## src/hw/rtl/pfx_pkg.sv

```systemverilog
`timescale 1ns / 1ps
`default_nettype none

package pfx_pkg;

  localparam int STACK_DEPTH = 16;
  localparam int DATA_W      = 32;
  localparam int CNT_W       = $clog2(STACK_DEPTH + 1);
  localparam int ADDR_W      = $clog2(STACK_DEPTH);

  localparam logic [7:0] CH_ZERO  = 8'h30;
  localparam logic [7:0] CH_NINE  = 8'h39;
  localparam logic [7:0] CH_SPACE = 8'h20;
  localparam logic [7:0] CH_PLUS  = 8'h2B;
  localparam logic [7:0] CH_MINUS = 8'h2D;
  localparam logic [7:0] CH_STAR  = 8'h2A;
  localparam logic [7:0] CH_SLASH = 8'h2F;

  typedef enum logic [2:0] {
    ST_OK    = 3'd0,
    ST_UNDER = 3'd1,
    ST_OVER  = 3'd2,
    ST_DIVZ  = 3'd3,
    ST_BADCH = 3'd4
  } status_t;

  typedef struct packed {
    logic [7:0] char_code;
    logic       last;
  } pfx_in_t;

  typedef struct packed {
    logic signed [DATA_W-1:0] value;
    status_t                  status;
  } pfx_out_t;

  function automatic logic is_digit(input logic [7:0] c);
    return (c >= CH_ZERO) && (c <= CH_NINE);
  endfunction

  function automatic logic is_oper(input logic [7:0] c);
    return (c == CH_PLUS) || (c == CH_MINUS) || (c == CH_STAR) || (c == CH_SLASH);
  endfunction

  // Keeps only the first error of an expression.
  function automatic status_t note_err(input status_t cur, input logic hit,
                                       input status_t code);
    return (hit && (cur == ST_OK)) ? code : cur;
  endfunction

endpackage

`default_nettype wire

```

## src/hw/rtl/pfx_div.sv

```systemverilog
`timescale 1ns / 1ps
`default_nettype none

module pfx_div (
  input  wire logic                      clk,
  input  wire logic                      rst_n,
  input  wire logic                      start,
  input  wire logic [pfx_pkg::DATA_W-1:0] dividend,
  input  wire logic [pfx_pkg::DATA_W-1:0] divisor,
  output logic                           done,
  output logic [pfx_pkg::DATA_W-1:0]     quotient
);
  import pfx_pkg::*;

  localparam int DCNT_W = $clog2(DATA_W);
  localparam logic [DCNT_W-1:0] CNT_LAST = DCNT_W'(DATA_W - 1);

  logic              busy_r;
  logic              done_r;
  logic              neg_r;
  logic [DCNT_W-1:0] cnt_r;
  logic [DATA_W-1:0] rem_r;
  logic [DATA_W-1:0] quo_r;
  logic [DATA_W-1:0] dmag_r;

  logic [DATA_W:0]   shifted;
  logic [DATA_W:0]   diff;
  logic [DATA_W-1:0] mag_a;
  logic [DATA_W-1:0] mag_b;

  assign mag_a   = dividend[DATA_W-1] ? (~dividend + 1'b1) : dividend;
  assign mag_b   = divisor[DATA_W-1]  ? (~divisor + 1'b1)  : divisor;
  assign shifted = {rem_r, quo_r[DATA_W-1]};
  assign diff    = shifted - {1'b0, dmag_r};

  // One quotient bit per cycle, restoring on unsigned magnitudes.
  always_ff @(posedge clk) begin
    if (!rst_n) begin
      busy_r <= 1'b0;
      done_r <= 1'b0;
      cnt_r  <= '0;
    end else begin
      done_r <= 1'b0;
      if (start) begin
        busy_r <= 1'b1;
        cnt_r  <= '0;
      end else if (busy_r) begin
        cnt_r <= cnt_r + 1'b1;
        if (cnt_r == CNT_LAST) begin
          busy_r <= 1'b0;
          done_r <= 1'b1;
        end
      end
    end
  end

  always_ff @(posedge clk) begin
    if (start) begin
      rem_r  <= '0;
      quo_r  <= mag_a;
      dmag_r <= mag_b;
      neg_r  <= dividend[DATA_W-1] ^ divisor[DATA_W-1];
    end else if (busy_r) begin
      rem_r <= diff[DATA_W] ? shifted[DATA_W-1:0] : diff[DATA_W-1:0];
      quo_r <= {quo_r[DATA_W-2:0], ~diff[DATA_W]};
    end
  end

  assign done     = done_r;
  assign quotient = neg_r ? (~quo_r + 1'b1) : quo_r;

endmodule

`default_nettype wire

```

## src/hw/rtl/postfix_expression_evaluator.sv

```systemverilog
`timescale 1ns / 1ps
`default_nettype none

// Postfix evaluator: one ASCII character per input beat; digits build a number,
// + - * / combine the two top operands of a 16-entry stack, and the beat flagged
// last produces one output beat with the stack top and the first error seen.
// The block takes one character at a time and drops in_ready while it works.
// A digit without last is taken in the idle state. Any other character goes
// through a flush state, an operator then through two stack reads through the
// registered RAM port, execute and write back, and a divide by a nonzero value
// waits for the iterative divider, which produces one quotient bit per cycle.
// The last character reads the stack top and loads the output register, which
// lets the next expression start while the result beat is still waiting.
module postfix_expression_evaluator (
  input  wire logic              clk,
  input  wire logic              rst_n,
  input  wire logic              in_valid,
  output logic                   in_ready,
  input  wire pfx_pkg::pfx_in_t  in_data,
  output logic                   out_valid,
  input  wire logic              out_ready,
  output pfx_pkg::pfx_out_t      out_data
);
  import pfx_pkg::*;

  typedef enum logic [3:0] {
    S_IDLE, S_FLUSH, S_RDY, S_RDX, S_EXEC, S_DIVW, S_PUSH, S_TOP, S_TOPW, S_OUT
  } state_t;

  state_t            state_r, state_nxt;
  logic [CNT_W-1:0]  count_r, count_nxt;
  logic [DATA_W-1:0] acc_r, acc_nxt;
  logic              active_r, active_nxt;
  status_t           err_r, err_nxt;
  logic [7:0]        op_r, op_nxt;
  logic              last_r, last_nxt;
  logic [DATA_W-1:0] y_r, y_nxt;
  logic [DATA_W-1:0] res_r, res_nxt;
  logic              out_valid_r, out_valid_nxt;
  pfx_out_t          out_r, out_nxt;

  logic [DATA_W-1:0] mem [STACK_DEPTH];
  logic [DATA_W-1:0] rd_data_r;
  logic [ADDR_W-1:0] rd_addr;
  logic              wr_en;
  logic [ADDR_W-1:0] wr_addr;
  logic [DATA_W-1:0] wr_data;

  logic              div_start;
  logic              div_done;
  logic [DATA_W-1:0] div_quo;

  logic              flush_ovf;
  logic              flush_push;
  logic [CNT_W-1:0]  cnt_after;
  logic              in_fire;
  state_t            after_st;

  assign in_fire  = in_valid && (state_r == S_IDLE);
  assign after_st = last_r ? S_TOP : S_IDLE;

  assign flush_ovf  = active_r && (count_r == CNT_W'(STACK_DEPTH));
  assign flush_push = active_r && !flush_ovf;
  assign cnt_after  = count_r + CNT_W'(flush_push);

  always_comb begin
    state_nxt     = state_r;
    count_nxt     = count_r;
    acc_nxt       = acc_r;
    active_nxt    = active_r;
    err_nxt       = err_r;
    op_nxt        = op_r;
    last_nxt      = last_r;
    y_nxt         = y_r;
    res_nxt       = res_r;
    out_valid_nxt = out_valid_r && !out_ready;
    out_nxt       = out_r;
    rd_addr       = ADDR_W'(count_r - 1'b1);
    wr_en         = 1'b0;
    wr_addr       = count_r[ADDR_W-1:0];
    wr_data       = res_r;
    div_start     = 1'b0;

    unique case (state_r)
      S_IDLE: begin
        if (in_fire) begin
          op_nxt   = in_data.char_code;
          last_nxt = in_data.last;
          if (is_digit(in_data.char_code)) begin
            acc_nxt    = (acc_r << 3) + (acc_r << 1)
                         + DATA_W'(in_data.char_code - CH_ZERO);
            active_nxt = 1'b1;
            state_nxt  = in_data.last ? S_FLUSH : S_IDLE;
          end else begin
            state_nxt = S_FLUSH;
          end
        end
      end
      S_FLUSH: begin
        // Close an open digit run first, then act on the character.
        wr_en      = flush_push;
        wr_data    = acc_r;
        count_nxt  = cnt_after;
        acc_nxt    = '0;
        active_nxt = 1'b0;
        err_nxt    = note_err(err_r, flush_ovf, ST_OVER);
        if (is_oper(op_r)) begin
          if (cnt_after < CNT_W'(2)) begin
            err_nxt   = note_err(err_nxt, 1'b1, ST_UNDER);
            state_nxt = after_st;
          end else begin
            state_nxt = S_RDY;
          end
        end else begin
          err_nxt   = note_err(err_nxt, !is_digit(op_r) && (op_r != CH_SPACE), ST_BADCH);
          state_nxt = after_st;
        end
      end
      S_RDY: begin
        state_nxt = S_RDX;
      end
      S_RDX: begin
        y_nxt     = rd_data_r;
        rd_addr   = ADDR_W'(count_r - 2'd2);
        state_nxt = S_EXEC;
      end
      S_EXEC: begin
        count_nxt = count_r - 2'd2;
        state_nxt = S_PUSH;
        if (op_r == CH_PLUS) begin
          res_nxt = rd_data_r + y_r;
        end else if (op_r == CH_MINUS) begin
          res_nxt = rd_data_r - y_r;
        end else if (op_r == CH_STAR) begin
          res_nxt = rd_data_r * y_r;
        end else if (y_r == '0) begin
          err_nxt = note_err(err_r, 1'b1, ST_DIVZ);
          res_nxt = '0;
        end else begin
          div_start = 1'b1;
          state_nxt = S_DIVW;
        end
      end
      S_DIVW: begin
        if (div_done) begin
          res_nxt   = div_quo;
          state_nxt = S_PUSH;
        end
      end
      S_PUSH: begin
        // Two entries were just popped, so there is always room here.
        wr_en     = 1'b1;
        count_nxt = count_r + 1'b1;
        state_nxt = after_st;
      end
      S_TOP: begin
        if (count_r == '0) begin
          res_nxt   = '0;
          err_nxt   = note_err(err_r, 1'b1, ST_UNDER);
          state_nxt = S_OUT;
        end else begin
          state_nxt = S_TOPW;
        end
      end
      S_TOPW: begin
        res_nxt   = rd_data_r;
        state_nxt = S_OUT;
      end
      S_OUT: begin
        if (!out_valid_r || out_ready) begin
          out_valid_nxt  = 1'b1;
          out_nxt.value  = res_r;
          out_nxt.status = err_r;
          count_nxt      = '0;
          acc_nxt        = '0;
          active_nxt     = 1'b0;
          err_nxt        = ST_OK;
          state_nxt      = S_IDLE;
        end
      end
      default: begin
        state_nxt = S_IDLE;
      end
    endcase
  end

  always_ff @(posedge clk) begin
    if (!rst_n) begin
      state_r     <= S_IDLE;
      count_r     <= '0;
      acc_r       <= '0;
      active_r    <= 1'b0;
      err_r       <= ST_OK;
      out_valid_r <= 1'b0;
    end else begin
      state_r     <= state_nxt;
      count_r     <= count_nxt;
      acc_r       <= acc_nxt;
      active_r    <= active_nxt;
      err_r       <= err_nxt;
      out_valid_r <= out_valid_nxt;
    end
  end

  always_ff @(posedge clk) begin
    op_r   <= op_nxt;
    last_r <= last_nxt;
    y_r    <= y_nxt;
    res_r  <= res_nxt;
    out_r  <= out_nxt;
  end

  // Operand stack, one write and one registered read per cycle.
  always_ff @(posedge clk) begin
    if (wr_en) begin
      mem[wr_addr] <= wr_data;
    end
    rd_data_r <= mem[rd_addr];
  end

  pfx_div u_div (
    .clk      (clk),
    .rst_n    (rst_n),
    .start    (div_start),
    .dividend (rd_data_r),
    .divisor  (y_r),
    .done     (div_done),
    .quotient (div_quo)
  );

  assign in_ready  = (state_r == S_IDLE);
  assign out_valid = out_valid_r;
  assign out_data  = out_r;

`ifndef SYNTH
  a_count_bound: assert property (@(posedge clk) disable iff (!rst_n)
    count_r <= CNT_W'(STACK_DEPTH))
    else $error("operand stack count beyond depth");

  a_exec_operands: assert property (@(posedge clk) disable iff (!rst_n)
    (state_r == S_EXEC) |-> (count_r >= CNT_W'(2)))
    else $error("operator executed with fewer than two operands");

  a_div_done_state: assert property (@(posedge clk) disable iff (!rst_n)
    div_done |-> (state_r == S_DIVW))
    else $error("divider finished outside its wait state");

  a_clear_on_result: assert property (@(posedge clk) disable iff (!rst_n)
    $rose(out_valid_r) |-> ((count_r == '0) && !active_r && (err_r == ST_OK)))
    else $error("state not cleared when a result was loaded");
`endif

endmodule

`default_nettype wire

```

## config.mk

```make
export PLATFORM = sky130hd
export DESIGN_NAME = postfix_expression_evaluator
export DESIGN_NICKNAME = d
export VERILOG_FILES = /design/src/hw/rtl/pfx_pkg.sv /design/src/hw/rtl/pfx_div.sv /design/src/hw/rtl/postfix_expression_evaluator.sv
export SDC_FILE = /design/constraint.sdc
export NUM_CORES = 2
export LEC_CHECK = 0
export BUFFER_PORTS_ARGS = -buffer_cell sky130_fd_sc_hd__buf_2
export CORE_UTILIZATION = 60
export DETAILED_ROUTE_END_ITERATION = 16
export PLACE_DENSITY = 0.76
export SETUP_SLACK_MARGIN = 0.4
export SLEW_MARGIN = 10
export SYNTH_ARGS = -nofsm -noshare
export SYNTH_HDL_FRONTEND = slang
export SYNTH_SLANG_ARGS = --single-unit
```

## constraint.sdc

```tcl
create_clock -name clk -period 14.1 [get_ports clk]
set_input_delay 4.23 -clock clk [delete_from_list [all_inputs] [get_ports clk]]
set_output_delay 4.23 -clock clk [all_outputs]
set_load 0.01 [all_outputs]
```

* After elaboration in Yosys (flattened, before gate mapping)
Memories as Yosys holds them, arrays and structs flattened. A register that Yosys moved wholly into a read port is not among the register bits.
Index checks and enable logic that the tools add are counted.
** Cells by class
- $add $sub $neg :: 14
- Multiply operators :: 1
- Order comparisons :: 5
- Equality and inequality tests :: 28
- Multiplexer cells :: 67
- Bitwise logic cells :: 7
- Reductions and logical operators :: 36
** Operator list (count)
- $mux W32 :: 15
- $pmux W32 S4 :: 1
- $add A32 B1 Y32 const B :: 3
- $add A32 B32 Y32 :: 3
- $not A32 Y32 :: 3
- $pmux W32 S3 :: 1
- $mux W3 :: 15
- $pmux W4 S10 :: 1
- $sub A33 B32 Y33 :: 1
- $eq A8 B6 Y1 const B :: 4
- $logic_not A32 Y1 :: 1
- $mul A32 B32 Y32 :: 1
- $sub A32 B32 Y32 :: 1
- $mux W31 :: 1
- $mux W4 :: 5
- $pmux W5 S4 :: 1
- $mux W1 :: 19
- $eq A4 B3 Y1 const B :: 4
- $ge A8 B6 Y1 const B :: 2
- $le A8 B6 Y1 const B :: 2
- $ne A2 B2 Y1 const B :: 8
- $pmux W3 S4 :: 1
- $reduce_bool A4 Y1 :: 3
- $add A5 B1 Y5 const B :: 2
- 32 further kinds :: 60
** Word-level totals
- Register bits after elaboration :: 258
- Bits in writable memories :: 512
- Bits of input ports :: 13
- Memories kept :: 1
** Memory list
- mem :: words 16, width 32, rd ports 1, clocked after Yosys merged registers in 1, write ports 1, RTL line postfix_expression_evaluator.sv:42 : logic [DATA_W-1:0] mem [STACK_DEPTH];

* Longest topological paths before layout
- Word-level depth :: 9
- Gate-level depth with buffers :: 28
- Gate-level depth less buffers :: 26

* Cells and area by module
A second synthesis with hierarchy kept.
** Unflattened totals
- Cells, all modules :: 4805
- Area total of the unflattened synthesis :: 55617.1 µm²
** Modules (own cells, without submodules)
- postfix_expression_evaluator :: times used 1, cells an instance 3937, area each 47898.4 µm², seq. area each 20179.4 µm²
- pfx_div :: times used 1, cells an instance 868, area each 7718.7 µm², seq. area each 2732.6 µm²

* Worst setup path after synthesis
OpenSTA, ideal clock, no wires.
- Kind :: input to register
- Start point :: in in_data[5] (netlist name)
- End point :: reg acc_r[30]
- Setup time :: 0.122 ns
- Data arrival time :: 9.890 ns
- Setup slack :: 4.088 ns
- Stages :: 14
- Path through :: ha_1 nor3_1 fa_1 ha_1 a21oi_1 nand2_1 or4b_2 o2111ai_1 nand2_1 a2111o_1 a31oi_1 o21ai_0 xnor2_1 o21ai_0
** Between the ends
- Longest elaborated chain between the ends :: 5
- Elaborated cells between the ends (all ways) :: 10
** Ends and longest elaborated chain
- start: declaration :: RTL line postfix_expression_evaluator.sv:19 : input wire pfx_pkg::pfx_in_t in_data,
- $sub A8 B6 Y9 :: RTL line postfix_expression_evaluator.sv:91 : + DATA_W'(in_data.char_code - CH_ZERO);
- $add A32 B32 Y32 :: RTL line postfix_expression_evaluator.sv:91
- $mux W32 :: RTL line postfix_expression_evaluator.sv:89 : if (is_digit(in_data.char_code)) begin
- $mux W32 :: RTL line postfix_expression_evaluator.sv:86 : if (in_fire) begin
- $pmux W32 S3 :: RTL line postfix_expression_evaluator.sv:84 : unique case (state_r)
- end signal: assignment :: RTL line postfix_expression_evaluator.sv:198 : acc_r <= acc_nxt;
- end: declaration :: RTL line postfix_expression_evaluator.sv:32 : logic [DATA_W-1:0] acc_r, acc_nxt;
Several ways; a longest one is shown, not always the timed one. The select of a mux whose other input is x is not followed.
A chain may end at the register's enable or synchronous reset.

* Worst setup path in the final report
- Start point :: reg y_r[5]
- End point :: reg res_r[30], data pin
** Between the ends
- Longest elaborated chain between the ends :: 5
- Elaborated cells between the ends (all ways) :: 7
** Ends and longest elaborated chain
- start: declaration :: RTL line postfix_expression_evaluator.sv:37 : logic [DATA_W-1:0] y_r, y_nxt;
- start signal: assignment :: RTL line postfix_expression_evaluator.sv:208 : y_r <= y_nxt;
- $mul A32 B32 Y32 :: RTL line postfix_expression_evaluator.sv:135 : res_nxt = rd_data_r * y_r;
- $mux W32 :: RTL line postfix_expression_evaluator.sv:134 : end else if (op_r == CH_STAR) begin
- $mux W32 :: RTL line postfix_expression_evaluator.sv:132 : end else if (op_r == CH_MINUS) begin
- $mux W32 * :: RTL line postfix_expression_evaluator.sv:130 : if (op_r == CH_PLUS) begin
- $pmux W32 S4 * :: RTL line postfix_expression_evaluator.sv:84
- named net res_nxt[30] :: RTL line postfix_expression_evaluator.sv:38 : logic [DATA_W-1:0] res_r, res_nxt;
- end signal: assignment :: RTL line postfix_expression_evaluator.sv:209 : res_r <= res_nxt;
- end: declaration :: RTL line postfix_expression_evaluator.sv:38
The timed path passes the listed nets; every way through them passes the cells marked *.

==> results.py <==
metrics = {
    "cts": {
        "cts_buffer_depth": 3,
        "cts.repair.resized": 0,
        "tritoncts": "built",
        "numCtsBuffers": 80,
        "cts_num_sinks": 802,
        "path_clk_slew_ns": 0.07,
        "root_buffer": "clkbuf_16",
        "postCtsHoldBufs": 0,
        "clock_latency_ns": 0.67,
        "post_cts_buffers": 0,
        "h-tree-depth": 3,
    },
    "critical_path": {
        "worstPathMaxFanout": 28,
        "cp.required_ns": 14.50,
        "ff2ff_path_depth": 23,
        "startpoint_type": "flop",
        "worstSetupPathType": "flop to flop",
        "crit_path_end_kind": "flop",
        "cp.arrival_ns": 8.72,
    },
    "layout": {
        "nFillCells": 6718,
        "nets": 5486,
        "drive_gt1_frac": 0.1030,
        "layout.cells.non_filler": 6024,
        "final_util": 0.6536,
        "areaGrowthSynthToFinish_pct": 8.008,
    },
    "place": {
        "dp_hpwl_mm": 106.9,
        "placed_cells": 5873,
        "gp_congestion": 0.9710,
        "port_buffers": 49,
    },
    "outcome": {
        "status": "finished clean",
    },
    "global_route": {
        "grt_first_pass_wirelength_mm": 240.8,
        "track_usage": 0.3469,
        "antenna_found_initial": 5,
        "grt_max_degree": 104,
        "grt_pass1_vias": 38850,
        "grt_remaining_overflow": 0,
    },
    "synthesis": {
        "synth_top_cell_area_share": 0.3714,
        "synthesis.nets": 5522,
        "ys_seq_area_frac": 0.4137,
        "synth_common_cells": "edfxtp_1, inv_1, fa_1",
        "yosysMostFrequentCell": "edfxtp_1",
        "synth_edf_count": 685,
        "yosys_most_used_dff": "edfxtp_1",
        "netlist_instances": 4805,
        "ys_ff_latch": 802,
        "ys_warn_count": 0,
        "ys_types": 89,
        "yosysTopAreaCell": "edfxtp_1",
        "netlist_area_sq_um": 55390,
        "syn_avg_cell_area_sq_um": 11.53,
        "async_flop_share": 0,
        "synthTopCellsByArea": "edfxtp_1, fa_1, ha_1",
    },
    "sta": {
        "finalSetupViolations": 0,
        "post-route-min-period_ns": 8.316,
        "drv_slew": 0,
        "tns_ns": 0,
        "slew_headroom": 0.1563,
        "fin_skew_ns": 0.04071,
        "max_freq_ghz": 0.1203,
        "worst_pin_slew_ns": 1.266,
        "period_share": 0.5898,
        "hold_viol_final": 0,
        "rsz0062_at_grt": "false",
    },
    "routing": {
        "vias": 38930,
        "drt_pass1_iterations": 6,
        "first_iter_violations": 4696,
        "viasPerCell": 6.462,
        "detail_route.wl_per_cell_um": 26.72,
        "ant_nets": 0,
        "drc_errors": 0,
        "drt_wl_total_mm": 160.9,
    },
    "floorplan": {
        "io_pins": 50,
        "rows": 111,
        "start_util": 0.6051,
        "die_y_um": 305.8,
        "fp.coreArea_sq_um": 91520,
        "fp.dieW_um": 305.8,
        "dieArea_sq_um": 93530,
    },
    "run": {
        "max_cap_viol_count": 0,
    },
    "min_path": {
        "hold_class": "flop to flop",
        "hold_depth": 0,
    },
}
[logic make-up (layout without fill, tap and decap cells)]
family,after synthesis,after routing,share of synthesized area
mux,211,211,0.06786
fa+ha+maj,704,704,0.2187
other cells,0,2,0
compound gates,855,855,0.1003
buf+inv,790,821,0.05395
flops,802,802,0.4137
xor+xnor,237,237,0.03761
simple gates,1206,1206,0.1079
[registers in the layout, summed over array words and instances (netlist names)]
name          cells
mem             512
out_data         35
acc_r            32
rd_data_r        32
res_r            32
u_div.dmag_r     32
u_div.quo_r      32
u_div.rem_r      32
y_r              32
op_r              8
count_r           5
u_div.cnt_r       5
state_r           4
err_r             3
active_r          1
last_r            1
out_valid         1
u_div.busy_r      1
u_div.done        1
u_div.neg_r       1
[layout by cell type, fill, tap and decap left out, drive strengths merged, types with 36 or more instances in the layout]
cell type	n
clkbuf	96
ha	264
mux2i	47
nor3	52
buf	147
and2	262
nand2	357
xnor2	153
edfxtp	685
a21o	47
a31oi	40
fa	440
nor2	271
a21oi	252
nand3	43
o31ai	37
xor2	84
nor2b	50
mux4	128
dfxtp	117
inv	528
mux2	36
a22oi	41
a211oi	58
o21ai	165
[metal layers]
metal / wire (um) / vias up / track usage
met1: 61240 / 19540 / 0.4682
met2: 75340 / 2218 / 0.5578
met3: 16660 / 451 / 0.05938
li1: - / 16710 / -
met5: 34 / - / 0
met4: 7677 / 4 / 0.1490
[worst max-delay path, cell delays in order (launching register included)]
cell and delay (ns):
edfxtp_1 1.19, and2_1 0.28, fa_1 0.43, fa_1 0.49
fa_1 0.52, inv_1 0.05, fa_1 0.49, inv_1 0.06
fa_1 0.50, inv_1 0.05, fa_1 0.53, inv_1 0.05
fa_1 0.49, fa_1 0.42, ha_1 0.35, and3_1 0.22
and2_1 0.18, and3_1 0.18, a2111oi_0 0.64, nor2_1 0.11
a21oi_1 0.25, o221ai_1 0.16, o31ai_1 0.28, nand3_1 0.10
[path summary, 6_finish.rpt]
path	startpoint	endpoint	slack (ns)
max	y_r[5]$_DFFE_PP_	res_r[30]$_DFFE_PP_	5.78
min	res_r[24]$_DFFE_PP_	out_data[27]$_DFFE_PP_	0.48
max reg2reg	y_r[5]$_DFFE_PP_	res_r[30]$_DFFE_PP_	5.78
min reg2reg	res_r[24]$_DFFE_PP_	out_data[27]$_DFFE_PP_	0.48
[cell type report]
| type | instances | area [sq um] | share of cell area |
|---|---|---|---|
| antenna | 2 | 5.005 | 0.00008366 |
| clock inverter | 53 | 663.1 | 0.01109 |
| clock buffer | 96 | 2092 | 0.03497 |
| tap | 1186 | 1484 | 0.02481 |
| multi-input combinational | 3213 | 29700 | 0.4965 |
| inverter | 525 | 1972 | 0.03296 |
| timing repair buffer | 147 | 993.5 | 0.01661 |
| sequential | 802 | 22910 | 0.3830 |
[through the flow]
step | hold WS (ns) | worst slack [ns] | area [sq um]
floorplan | 0.4064 | 4.088 | 55390
global placement | 0.4473 | 5.541 | 57060
detailed placement | 0.4532 | 5.456 | 57060
CTS | 0.4792 | 5.885 | 59820
global route | 0.4886 | 5.419 | 59820
finish | 0.4807 | 5.784 | 59820
Power is left out: the tool's default activity adds up to more than one toggle a clock period on the data nets, which glitch-free logic cannot reach.
